==> src/rtl/i2c_master_bit_engine_core_macros.svh <==
// ----------------------------------------------------------------------------
// I2C master bit engine assertion macros
// Shared concurrent assertion forms, clocked on clk and disabled while rst_n is low.
// ----------------------------------------------------------------------------
`ifndef I2C_MASTER_BIT_ENGINE_CORE_MACROS_SVH
`define I2C_MASTER_BIT_ENGINE_CORE_MACROS_SVH

// same-cycle implication
`define I2CBE_ASSERT_SAME(label, clk, rst_n, ante, cons) \
  label: assert property (@(posedge clk) disable iff (!rst_n) (ante) |-> (cons)) \
    else $error("i2cbe assertion failed");

// next-cycle implication
`define I2CBE_ASSERT_NEXT(label, clk, rst_n, ante, cons) \
  label: assert property (@(posedge clk) disable iff (!rst_n) (ante) |=> (cons)) \
    else $error("i2cbe assertion failed");

`endif

==> src/rtl/i2cbe_pkg.sv <==
// ----------------------------------------------------------------------------
// I2C master bit engine package
// Phase codes, command codes, engine state and result types.
// ----------------------------------------------------------------------------
package i2cbe_pkg;

  localparam int unsigned CNT_W = 10;

  typedef enum logic [4:0] {
    PH_IDLE    = 5'd0,
    PH_ST_A    = 5'd1,
    PH_ST_B    = 5'd2,
    PH_ST_C    = 5'd3,
    PH_SP_A    = 5'd4,
    PH_SP_B    = 5'd5,
    PH_SP_C    = 5'd6,
    PH_WR_LOW  = 5'd7,
    PH_WR_HIGH = 5'd8,
    PH_WR_TAIL = 5'd9,
    PH_WA_REL  = 5'd10,
    PH_WA_HIGH = 5'd11,
    PH_WA_POLL = 5'd12,
    PH_RD_LOW  = 5'd13,
    PH_RD_HIGH = 5'd14,
    PH_RA_LOW  = 5'd15,
    PH_RA_HIGH = 5'd16
  } phase_t;

  localparam logic [2:0] CMD_START = 3'd1;
  localparam logic [2:0] CMD_STOP  = 3'd2;
  localparam logic [2:0] CMD_WRITE = 3'd3;
  localparam logic [2:0] CMD_WAIT  = 3'd4;
  localparam logic [2:0] CMD_READ  = 3'd5;

  localparam logic       CFG_PHASE_TICKS = 1'b0;
  localparam logic       CFG_ACK_TIMEOUT = 1'b1;

  localparam logic [CNT_W-1:0] PHASE_TICKS_RST = 10'd5;
  localparam logic [CNT_W-1:0] ACK_TIMEOUT_RST = 10'd250;
  localparam logic [3:0]       BITS_PER_BYTE   = 4'd8;

  typedef struct packed {
    phase_t           phase;
    logic [3:0]       bit_count;
    logic [7:0]       shift;
    logic [CNT_W-1:0] hold;
    logic [CNT_W-1:0] wait_count;
    logic             ack_choice;
    logic             err;
    logic             scl;
    logic             sda;
    logic [7:0]       received;
  } state_t;

  typedef struct packed {
    logic       scl_level;
    logic       sda_release;
    logic       busy;
    logic       done;
    logic [7:0] rx_byte;
    logic       ack_error;
  } result_t;

endpackage

==> src/rtl/i2cbe_step.sv <==
// ----------------------------------------------------------------------------
// I2C master bit engine tick step
// Next engine state and line result for one tick item.
// ----------------------------------------------------------------------------
module i2cbe_step (
  input  i2cbe_pkg::state_t                st,
  input  logic [2:0]                       cmd,
  input  logic [7:0]                       tx_byte,
  input  logic                             send_ack,
  input  logic                             sda_in,
  input  logic [i2cbe_pkg::CNT_W-1:0]      phase_ticks,
  input  logic [i2cbe_pkg::CNT_W-1:0]      ack_timeout,
  output i2cbe_pkg::state_t                st_nxt,
  output i2cbe_pkg::result_t               res
);

  logic [i2cbe_pkg::CNT_W-1:0] hold_init;
  logic [3:0]                  bc_inc;
  logic                        done;
  logic                        go_idle;
  i2cbe_pkg::state_t           n;

  function automatic i2cbe_pkg::state_t enter_ph(
    input i2cbe_pkg::state_t              s,
    input i2cbe_pkg::phase_t              nx,
    input logic [i2cbe_pkg::CNT_W-1:0]    hinit,
    input logic                           smp
  );
    i2cbe_pkg::state_t r;
    r       = s;
    r.phase = nx;
    r.hold  = hinit;
    case (nx)
      i2cbe_pkg::PH_ST_A: begin
        r.sda = 1'b1;
        r.scl = 1'b1;
      end
      i2cbe_pkg::PH_ST_B:    r.sda = 1'b0;
      i2cbe_pkg::PH_ST_C:    r.scl = 1'b0;
      i2cbe_pkg::PH_SP_A: begin
        r.scl = 1'b0;
        r.sda = 1'b0;
      end
      i2cbe_pkg::PH_SP_B:    r.scl = 1'b1;
      i2cbe_pkg::PH_SP_C:    r.sda = 1'b1;
      i2cbe_pkg::PH_WR_LOW: begin
        r.scl   = 1'b0;
        r.sda   = s.shift[7];
        r.shift = {s.shift[6:0], 1'b0};
      end
      i2cbe_pkg::PH_WR_HIGH: r.scl = 1'b1;
      i2cbe_pkg::PH_WR_TAIL: r.scl = 1'b0;
      i2cbe_pkg::PH_WA_REL:  r.sda = 1'b1;
      i2cbe_pkg::PH_WA_HIGH: r.scl = 1'b1;
      i2cbe_pkg::PH_RD_LOW: begin
        r.scl = 1'b0;
        r.sda = 1'b1;
      end
      i2cbe_pkg::PH_RD_HIGH: begin
        r.scl   = 1'b1;
        r.shift = {s.shift[6:0], smp};
      end
      i2cbe_pkg::PH_RA_LOW: begin
        r.scl = 1'b0;
        r.sda = ~s.ack_choice;
      end
      i2cbe_pkg::PH_RA_HIGH: r.scl = 1'b1;
      default: ;
    endcase
    return r;
  endfunction

  // zero phase length runs as one
  assign hold_init = (phase_ticks == '0) ? '0 : phase_ticks - 1'b1;
  assign bc_inc    = st.bit_count + 4'd1;

  always_comb begin
    n       = st;
    done    = 1'b0;
    go_idle = 1'b0;
    if (st.phase == i2cbe_pkg::PH_IDLE) begin
      case (cmd)
        i2cbe_pkg::CMD_START: begin
          n.bit_count  = '0;
          n.wait_count = '0;
          n = enter_ph(n, i2cbe_pkg::PH_ST_A, hold_init, sda_in);
        end
        i2cbe_pkg::CMD_STOP: begin
          n.bit_count  = '0;
          n.wait_count = '0;
          n = enter_ph(n, i2cbe_pkg::PH_SP_A, hold_init, sda_in);
        end
        i2cbe_pkg::CMD_WRITE: begin
          n.bit_count  = '0;
          n.wait_count = '0;
          n.shift      = tx_byte;
          n = enter_ph(n, i2cbe_pkg::PH_WR_LOW, hold_init, sda_in);
        end
        i2cbe_pkg::CMD_WAIT: begin
          n.bit_count  = '0;
          n.wait_count = '0;
          n.err        = 1'b0;
          n = enter_ph(n, i2cbe_pkg::PH_WA_REL, hold_init, sda_in);
        end
        i2cbe_pkg::CMD_READ: begin
          n.bit_count  = '0;
          n.wait_count = '0;
          n.ack_choice = send_ack;
          n.shift      = '0;
          n = enter_ph(n, i2cbe_pkg::PH_RD_LOW, hold_init, sda_in);
        end
        default: ;
      endcase
    end else if (st.phase == i2cbe_pkg::PH_WA_POLL) begin
      if (!sda_in) begin
        n.scl   = 1'b0;
        n.phase = i2cbe_pkg::PH_IDLE;
        done    = 1'b1;
      end else if (st.wait_count >= ack_timeout) begin
        n.err = 1'b1;
        n = enter_ph(n, i2cbe_pkg::PH_SP_A, hold_init, sda_in);
      end else begin
        n.wait_count = st.wait_count + 1'b1;
      end
    end else if (st.hold != '0) begin
      n.hold = st.hold - 1'b1;
    end else begin
      case (st.phase)
        i2cbe_pkg::PH_ST_A:    n = enter_ph(n, i2cbe_pkg::PH_ST_B, hold_init, sda_in);
        i2cbe_pkg::PH_ST_B:    n = enter_ph(n, i2cbe_pkg::PH_ST_C, hold_init, sda_in);
        i2cbe_pkg::PH_SP_A:    n = enter_ph(n, i2cbe_pkg::PH_SP_B, hold_init, sda_in);
        i2cbe_pkg::PH_SP_B:    n = enter_ph(n, i2cbe_pkg::PH_SP_C, hold_init, sda_in);
        i2cbe_pkg::PH_WR_LOW:  n = enter_ph(n, i2cbe_pkg::PH_WR_HIGH, hold_init, sda_in);
        i2cbe_pkg::PH_WR_HIGH: n = enter_ph(n, i2cbe_pkg::PH_WR_TAIL, hold_init, sda_in);
        i2cbe_pkg::PH_WR_TAIL: begin
          n.bit_count = bc_inc;
          if (bc_inc < i2cbe_pkg::BITS_PER_BYTE) begin
            n = enter_ph(n, i2cbe_pkg::PH_WR_LOW, hold_init, sda_in);
          end else begin
            go_idle = 1'b1;
          end
        end
        i2cbe_pkg::PH_WA_REL:  n = enter_ph(n, i2cbe_pkg::PH_WA_HIGH, hold_init, sda_in);
        i2cbe_pkg::PH_WA_HIGH: n = enter_ph(n, i2cbe_pkg::PH_WA_POLL, hold_init, sda_in);
        i2cbe_pkg::PH_RD_LOW:  n = enter_ph(n, i2cbe_pkg::PH_RD_HIGH, hold_init, sda_in);
        i2cbe_pkg::PH_RD_HIGH: begin
          n.bit_count = bc_inc;
          if (bc_inc < i2cbe_pkg::BITS_PER_BYTE) begin
            n = enter_ph(n, i2cbe_pkg::PH_RD_LOW, hold_init, sda_in);
          end else begin
            n.received = st.shift;
            n = enter_ph(n, i2cbe_pkg::PH_RA_LOW, hold_init, sda_in);
          end
        end
        i2cbe_pkg::PH_RA_LOW:  n = enter_ph(n, i2cbe_pkg::PH_RA_HIGH, hold_init, sda_in);
        i2cbe_pkg::PH_RA_HIGH: begin
          n.scl   = 1'b0;
          go_idle = 1'b1;
        end
        default: go_idle = 1'b1;
      endcase
      if (go_idle) begin
        n.phase = i2cbe_pkg::PH_IDLE;
        n.hold  = '0;
        done    = 1'b1;
      end
    end
  end

  assign st_nxt          = n;
  assign res.scl_level   = n.scl;
  assign res.sda_release = n.sda;
  assign res.busy        = (n.phase != i2cbe_pkg::PH_IDLE);
  assign res.done        = done;
  assign res.rx_byte     = n.received;
  assign res.ack_error   = n.err;

endmodule

==> src/rtl/i2c_master_bit_engine_core.sv <==
// ----------------------------------------------------------------------------
// I2C master bit engine core
// A tick item is registered at input, then its result in the result register.
// Throughput: one tick item per cycle unless the result register is stalled.
// A stalled result register holds the input register and then in_ready.
// Reset (synchronous, active low): idle, lines released, config to defaults.
// ----------------------------------------------------------------------------
`include "i2c_master_bit_engine_core_macros.svh"

module i2c_master_bit_engine_core (
  input  logic       clk,
  input  logic       rst_n,
  input  logic       in_valid,
  output logic       in_ready,
  input  logic [2:0] in_cmd,
  input  logic [7:0] in_tx_byte,
  input  logic       in_send_ack,
  input  logic       in_sda_in,
  output logic       out_valid,
  input  logic       out_ready,
  output logic       out_scl_level,
  output logic       out_sda_release,
  output logic       out_busy_res,
  output logic       out_done_res,
  output logic [7:0] out_rx_byte,
  output logic       out_ack_error,
  input  logic       cfg_we,
  input  logic       cfg_index,
  input  logic [9:0] cfg_wdata
);

  logic                        s1_valid_r;
  logic [2:0]                  s1_cmd_r;
  logic [7:0]                  s1_tx_r;
  logic                        s1_ack_r;
  logic                        s1_sda_r;
  logic                        s1_move;
  logic [i2cbe_pkg::CNT_W-1:0] phase_ticks_r;
  logic [i2cbe_pkg::CNT_W-1:0] ack_timeout_r;
  i2cbe_pkg::state_t           st_r;
  i2cbe_pkg::state_t           st_nxt;
  i2cbe_pkg::result_t          res_nxt;
  logic                        out_valid_r;
  i2cbe_pkg::result_t          out_r;

  assign s1_move  = s1_valid_r && (!out_valid_r || out_ready);
  assign in_ready = !s1_valid_r || s1_move;

  always_ff @(posedge clk) begin
    if (!rst_n) begin
      phase_ticks_r <= i2cbe_pkg::PHASE_TICKS_RST;
      ack_timeout_r <= i2cbe_pkg::ACK_TIMEOUT_RST;
    end else if (cfg_we) begin
      case (cfg_index)
        i2cbe_pkg::CFG_PHASE_TICKS: phase_ticks_r <= cfg_wdata;
        i2cbe_pkg::CFG_ACK_TIMEOUT: ack_timeout_r <= cfg_wdata;
        default: ;
      endcase
    end
  end

  always_ff @(posedge clk) begin
    if (!rst_n) begin
      s1_valid_r <= 1'b0;
    end else if (in_ready) begin
      s1_valid_r <= in_valid;
    end
  end

  always_ff @(posedge clk) begin
    if (in_ready && in_valid) begin
      s1_cmd_r <= in_cmd;
      s1_tx_r  <= in_tx_byte;
      s1_ack_r <= in_send_ack;
      s1_sda_r <= in_sda_in;
    end
  end

  i2cbe_step u_step (
    .st          (st_r),
    .cmd         (s1_cmd_r),
    .tx_byte     (s1_tx_r),
    .send_ack    (s1_ack_r),
    .sda_in      (s1_sda_r),
    .phase_ticks (phase_ticks_r),
    .ack_timeout (ack_timeout_r),
    .st_nxt      (st_nxt),
    .res         (res_nxt)
  );

  always_ff @(posedge clk) begin
    if (!rst_n) begin
      st_r.phase      <= i2cbe_pkg::PH_IDLE;
      st_r.bit_count  <= '0;
      st_r.shift      <= '0;
      st_r.hold       <= '0;
      st_r.wait_count <= '0;
      st_r.ack_choice <= 1'b0;
      st_r.err        <= 1'b0;
      st_r.scl        <= 1'b1;
      st_r.sda        <= 1'b1;
      st_r.received   <= '0;
    end else if (s1_move) begin
      st_r <= st_nxt;
    end
  end

  always_ff @(posedge clk) begin
    if (!rst_n) begin
      out_valid_r <= 1'b0;
    end else if (s1_move) begin
      out_valid_r <= 1'b1;
    end else if (out_ready) begin
      out_valid_r <= 1'b0;
    end
  end

  always_ff @(posedge clk) begin
    if (s1_move) begin
      out_r <= res_nxt;
    end
  end

  assign out_valid       = out_valid_r;
  assign out_scl_level   = out_r.scl_level;
  assign out_sda_release = out_r.sda_release;
  assign out_busy_res    = out_r.busy;
  assign out_done_res    = out_r.done;
  assign out_rx_byte     = out_r.rx_byte;
  assign out_ack_error   = out_r.ack_error;

  `I2CBE_ASSERT_NEXT(a_move_fills_out, clk, rst_n, s1_move, out_valid_r)
  `I2CBE_ASSERT_NEXT(a_s1_holds, clk, rst_n, s1_valid_r && !s1_move, s1_valid_r)
  `I2CBE_ASSERT_SAME(a_done_not_busy, clk, rst_n, out_valid_r && out_r.done, !out_r.busy)
  `I2CBE_ASSERT_SAME(a_bit_count_range, clk, rst_n, 1'b1,
    st_r.bit_count <= i2cbe_pkg::BITS_PER_BYTE)

endmodule
==> config.mk <==
export PLATFORM = sky130hd
export DESIGN_NAME = i2c_master_bit_engine_core
export DESIGN_NICKNAME = d
export VERILOG_FILES = /design/src/rtl/i2cbe_pkg.sv /design/src/rtl/i2cbe_step.sv /design/src/rtl/i2c_master_bit_engine_core.sv
export VERILOG_INCLUDE_DIRS = /design/src /design/src/rtl
export SDC_FILE = /design/constraint.sdc
export NUM_CORES = 1
export LEC_CHECK = 0
export ABC_AREA = 1
export BUFFER_PORTS_ARGS = -buffer_cell sky130_fd_sc_hd__buf_2
export CAP_MARGIN = 25
export CORE_MARGIN = 4
export CORE_UTILIZATION = 56
export DETAILED_ROUTE_END_ITERATION = 8
export GPL_ROUTABILITY_DRIVEN = 0
export MAX_ROUTING_LAYER = met4
export PLACE_DENSITY = 0.85
export SYNTH_ARGS = -nofsm -noshare
export SYNTH_HDL_FRONTEND = slang
export SYNTH_SLANG_ARGS = --single-unit
==> constraint.sdc <==
create_clock -name clk -period 2.2 [get_ports clk]
set_input_delay 0.11 -clock clk [delete_from_list [all_inputs] [get_ports clk]]
set_output_delay 0.11 -clock clk [all_outputs]
set_load 0.05 [all_outputs]
# Word level (Yosys, flattened, before mapping)
# Cells that the tools add are included.
dict set report totals {
  regBits 97
  output_inout_bits 15
  elab_cells 136
}
dict set report classes {
  add_sub_neg 4
  magnitude_cmp 2
  eq_ne 42
  n_mux 32
  bitwise 6
  n_reduce_logical 26
}
# cell n
set ops {}
lappend ops {{$pmux W39 S12} 1}
lappend ops {{$pmux W49 S5} 1}
lappend ops {{$mux W49} 3}
lappend ops {{$mux W46} 1}
lappend ops {{$eq A5 B4 Y1 const B} 8}
lappend ops {{$mux W10} 4}
lappend ops {{$pmux W9 S4} 1}
lappend ops {{$mux W34} 1}
lappend ops {{$ne A2 B1 Y1 const B} 14}
lappend ops {{$mux W27} 1}
lappend ops {{$mux W22} 1}
lappend ops {{$sub A10 B1 Y10 const B} 2}
lappend ops {{$reduce_and A19 Y1} 1}
lappend ops {{$mux W17} 1}
lappend ops {{$reduce_bool A16 Y1} 1}
lappend ops {{$eq A5 B3 Y1 const B} 3}
lappend ops {{$reduce_and A15 Y1} 1}
lappend ops {{$mux W1} 11}
lappend ops {{$mux W11} 1}
lappend ops {{$reduce_or A11 Y1} 1}
lappend ops {{$add A10 B1 Y10 const B} 1}
lappend ops {{$ge A10 B10 Y1} 1}
lappend ops {{$logic_not A10 Y1} 1}
lappend ops {{$mux W5} 2}
lappend ops {{32 further kinds} 49}

# Longest topological paths before layout
dict set report depth {
  word_depth 12
  ltp_mapped 16
}

# Hierarchy
# From an unflattened synthesis, not the netlist that was laid out.
dict set report unflattened {
  cells_unflattened 1064
  hier_area_um2 6920.4
}
# module n_inst cells_per_inst area_per_inst_um2 seq_area_each_um2
set modules_own_cells {}
lappend modules_own_cells {i2c_master_bit_engine_core 1 445 3773.6 2202.1}
lappend modules_own_cells {i2cbe_step 1 619 3146.8 0.0}

# Least setup slack after synthesis
# No wires, ideal clock.
dict set report synth_timing {
  path_kind {register to register}
  from {register out_valid_r (netlist: out_valid)}
  to {register st_r[29] (netlist bit)}
  arrival_ps 1933
  required_ps 2085
  slack_ps 152
  stages_incl_launch_ff 12
  synth_period_minus_slack_ps 2048
  cell_sequence {dfxtp_1 -> nand2_1 -> nand2_1 -> inv_1 -> o21ai_1 -> inv_2 -> nand2_2 -> inv_2 -> buf_2 -> nand2_1 -> a21oi_1 -> nor2_1}
}
dict set report synth_between {
  elab_chain_len 4
}
# item line_no
set synth_rtl {}
lappend synth_rtl {{start: declaration} i2c_master_bit_engine_core.sv:43} ;# logic out_valid_r;
lappend synth_rtl {{start signal: assignment} i2c_master_bit_engine_core.sv:110} ;# out_valid_r <= 1'b0;
lappend synth_rtl {{start signal: assignment} i2c_master_bit_engine_core.sv:112} ;# out_valid_r <= 1'b1;
lappend synth_rtl {{start signal: assignment} i2c_master_bit_engine_core.sv:114} ;# out_valid_r <= 1'b0;
lappend synth_rtl {{$logic_not A1 Y1} i2c_master_bit_engine_core.sv:46} ;# assign s1_move = s1_valid_r && (!out_valid_r || out_ready);
lappend synth_rtl {{$logic_or A1 B1 Y1} i2c_master_bit_engine_core.sv:46}
lappend synth_rtl {{$logic_and A1 B1 Y1} i2c_master_bit_engine_core.sv:46}
lappend synth_rtl {{via s1_move} i2c_master_bit_engine_core.sv:37} ;# logic s1_move;
lappend synth_rtl {{$reduce_and A6 Y1 (no source line)} n/a}
lappend synth_rtl {{end signal: assignment} i2c_master_bit_engine_core.sv:104} ;# st_r <= st_nxt;
lappend synth_rtl {{end: declaration} i2c_master_bit_engine_core.sv:40} ;# i2cbe_pkg::state_t st_r;
# The timed path passes the listed nets, and every way through them passes these cells.
# A chain may end at the register's enable or synchronous reset.

# Worst setup path after layout
dict set report layout_timing {
  from {register ack_timeout_r[7] (netlist bit)}
  to {register st_r[26] (netlist bit)}
}
dict set report layout_between {
  elab_chain_len 3
}
# item line_no
set layout_rtl {}
lappend layout_rtl {{start: declaration} i2c_master_bit_engine_core.sv:39} ;# logic [i2cbe_pkg::CNT_W-1:0] ack_timeout_r;
lappend layout_rtl {{start signal: assignment} i2c_master_bit_engine_core.sv:52} ;# ack_timeout_r <= i2cbe_pkg::ACK_TIMEOUT_RST;
lappend layout_rtl {{start signal: assignment} i2c_master_bit_engine_core.sv:56} ;# i2cbe_pkg::CFG_ACK_TIMEOUT: ack_timeout_r <= cfg_wdata;
lappend layout_rtl {{$ge A10 B10 Y1} i2cbe_step.sv:119} ;# end else if (st.wait_count >= ack_timeout) begin
lappend layout_rtl {{$ne A3 B2 Y1 (no source line)} n/a}
lappend layout_rtl {{$reduce_and A6 Y1 (no source line)} n/a}
# No other way between the ends.

==> impl_metrics.yaml <==
run_status:
  status: "finished, final reports clean"
global_routing:
  overflow: 0
  antenna_found_initial: 0
  grt_pass1_wl_um: 23500
  grt_max_degree: 31
  grt_use_total: 0.258
  grt_pass1_vias: 5130
die:
  rows: 36
  die_w_um: 108
  core_area_mm2: 0.00977
  dieArea_mm2: 0.0117
  ioPinCount: 44
  die_h_um: 108
  start_util: 0.573
setup_path:
  r2r-end: "st_r[26]$_SDFFE_PN0P_"
  worstSetupPathType: "flop to flop"
  slowest_stage: "dfxtp_1"
  cp_common_cell: "nand2_1"
  cp_max_fo: 12
  r2r_slack_ns: 0.16
  path_cells: "inv_1 -> ha_1 -> nand2_1 -> nor2_2 -> nand3_1 -> nand4_1 -> nand2_1 -> nand2_1 -> nand2_2 -> inv_4 -> nand2_1 -> a21oi_1 -> nor2_1"
  critPathLaunchType: "flop"
  worst_path_largest_cell_delay_ns: 0.33
  reg2regPathDepth: 13
  end_kind: "flop"
  cp_data_arrival_time_ns: 2.32
  worstPathRequired_ns: 2.48
  reg2reg_from: "ack_timeout_r[7]$_SDFFE_PN1P_"
synth:
  ys_types: 43
  synth_area_mm2: 0.00560
  avgSynthCellArea_um2: 7.06
  synthCells: 794
  ys_seq_area_frac: 0.393
  async_flop_share: 0
  synth_ff_type: "dfxtp_1"
  synth_edf_count: 26
  ys_seq_elements: 97
  yosysWarnings: 0
  synth_nets: 837
clock_network:
  clkSinkCount: 97
  ctsLongestPathBuffers: 2
  cts_tree: "yes"
  cts_root_buf: "clkbuf_8"
  path_clk_slew_ns: 0.09
  h-tree-depth: 3
  numCtsBuffers: 9
  clkLatencyLatePin_ns: 0.38
sta:
  finalCritPeriodShare: 0.928
  hold_ws_ns: 0.0111
  finalHoldViolCount: 0
  rsz0062_at_grt: "true"
  relSlewSlack: 0.622
  fin_crit_ns: 2.04
  setup-violations-final: 0
  drv_slew: 0
  fmax_mhz: 490
  fin_skew_ns: 0.0126
  worst_slew_pin_slew_ns: 0.567
placement:
  placed_cell_area_mm2: 0.00603
  place_hpwl_um: 9940
  placed_cells: 969
  portBuffers: 43
drt:
  ant_nets: 0
  via_per_inst: 5.54
  drc: 0
  dr.pass1.iters: 6
  vias: 5587
  drt-total-wl_um: 14200
  wl_per_cell_um: 14.0
  drtIter0Drc: 506
final_layout:
  layout_common_cells: "nand2_1 (158), inv_1 (95), nor2_1 (87), dfxtp_1 (66), a21oi_1 (64)"
  layout-drive-gt1-share: 0.169
  final_util: 0.665
  antenna_cells: 0
  layout.cells.most_common: "nand2_1"
  areaGrowthSynthToFinish_pct: 16.0
  layoutNonFillerInstCount: 1008
  final_cell_area_mm2: 0.00650
  nNetsFinal: 913
power_and_ir_drop:
  peakVddDrop_mv: 0.476
  p_leak_uw: 0.00299
  total_power_uw: 4280
  p_per_area_mw_per_mm2: 659
job:
  maxCapViolations: 0
min_path:
  whs_path_depth: 3
  hold_path.startpoint: "cfg_wdata[5]"
  min_path_type: "input pin to flop"
  hold_end: "ack_timeout_r[5]$_SDFFE_PN1P_"
flip-flops by register name, indices dropped and copies added (netlist names), 3 cells and up:
| register | flops |
|---|---|
| st_r | 49 |
| s1_tx_r | 8 |
| phase_ticks_r | 10 |
| ack_timeout_r | 10 |
| s1_cmd_r | 3 |
| out_rx_byte | 8 |
cell usage after synthesis, types with 3 or more instances:
| cell type | count | area (µm²) |
|---|---|---|
| dfxtp_1 | 71 | 1420 |
| ha_1 | 14 | 175 |
| nand2_2 | 5 | 31.3 |
| o21ai_2 | 9 | 78.8 |
| nor2_1 | 89 | 334 |
| xor2_1 | 9 | 78.8 |
| nor3_1 | 8 | 40.0 |
| nor3b_1 | 3 | 22.5 |
| a21oi_1 | 64 | 320 |
| o21ai_1 | 30 | 150 |
| buf_2 | 3 | 15.0 |
| nand3_1 | 55 | 275 |
| edfxtp_1 | 26 | 781 |
| nor2_2 | 9 | 56.3 |
| clkbuf_1 | 14 | 52.6 |
| inv_2 | 20 | 75.1 |
| nor4_1 | 4 | 25.0 |
| nand2_1 | 160 | 601 |
| inv_1 | 95 | 357 |
| o21ai_0 | 47 | 235 |
| nand4_1 | 11 | 68.8 |
| o211ai_1 | 17 | 128 |
| nand3_2 | 3 | 30.0 |
through the flow:
stage	setup WS, ns	TNS (ns)
finish	0.158	0
detailed placement	0.196	0
floorplan	0.152	0
global placement	0.223	0
global route	-0.0476	-0.0890
CTS	0.154	0
timing repair:
item | CTS | global route
setup endpoints to repair | 0 | 15
hold endpoints to repair | 21 | 0
setup buffers | 0 | 2
gates resized for setup | 0 | 15
hold buffers | 21 | 0
worst max-delay path, delay by kind of cell, from the launching register on:
kind / cells / cell delay, ns
AOI/OAI and AO/OA: 1 / 0.16
DFF: 1 / 0.33
buffers and inverters: 2 / 0.20
adders and majority gates: 1 / 0.30
and+or+nand+nor: 9 / 0.94
final cells by class:
type	instances	area [µm²]
timing repair buffer	87	606
inverter	119	454
multi-input combinational	556	2870
tap	133	166
sequential	97	2210
clock buffer	10	128
fill	807	3270
clock inverter	6	68.8
power by group:
part	switching, µW	internal [µW]
Clock	652	527
Sequential	77.8	1950
Combinational	704	369
cell families (layout without fill, tap and decap cells):
logic type                 after synthesis  in the layout  synth area share
xor gates and xnor gates                10             10            0.0156
adders and majority gates               14             14            0.0313
AOI/OAI and AO/OA                      175            175             0.173
DFF                                     97             97             0.393
buffers and inverters                  141            222             0.100
and+or+nand+nor                        357            357             0.288
metal layers:
| layer | vias up | wire [µm] | share of wire | global-route usage |
|---|---|---|---|---|
| met5 | - | 0 | 0 | - |
| met4 | 0 | 415 | 0.029 | 0.117 |
| met3 | 38 | 1040 | 0.074 | 0.0406 |
| met2 | 253 | 6420 | 0.45 | 0.400 |
| met1 | 2523 | 6280 | 0.44 | 0.334 |
| li1 | 2773 | - | - | - |
how the worst max path moves through the flow:
stage	from	endpoint	slack (ns)	cells after the start
floorplan	out_valid$_SDFFE_PN0P_	st_r[29]$_SDFFE_PN0P_	0.15	11
global placement	st_r[17]$_SDFFE_PN0P_	st_r[26]$_SDFFE_PN0P_	0.22	12
detailed placement	st_r[12]$_SDFFE_PN0P_	st_r[26]$_SDFFE_PN0P_	0.20	13
CTS	ack_timeout_r[7]$_SDFFE_PN1P_	st_r[26]$_SDFFE_PN0P_	0.15	13
global route	st_r[23]$_SDFFE_PN0P_	st_r[41]$_SDFFE_PN0P_	-0.05	13
finish	ack_timeout_r[7]$_SDFFE_PN1P_	st_r[26]$_SDFFE_PN0P_	0.16	13
No activity file was read; power rests on OpenSTA's default activity.
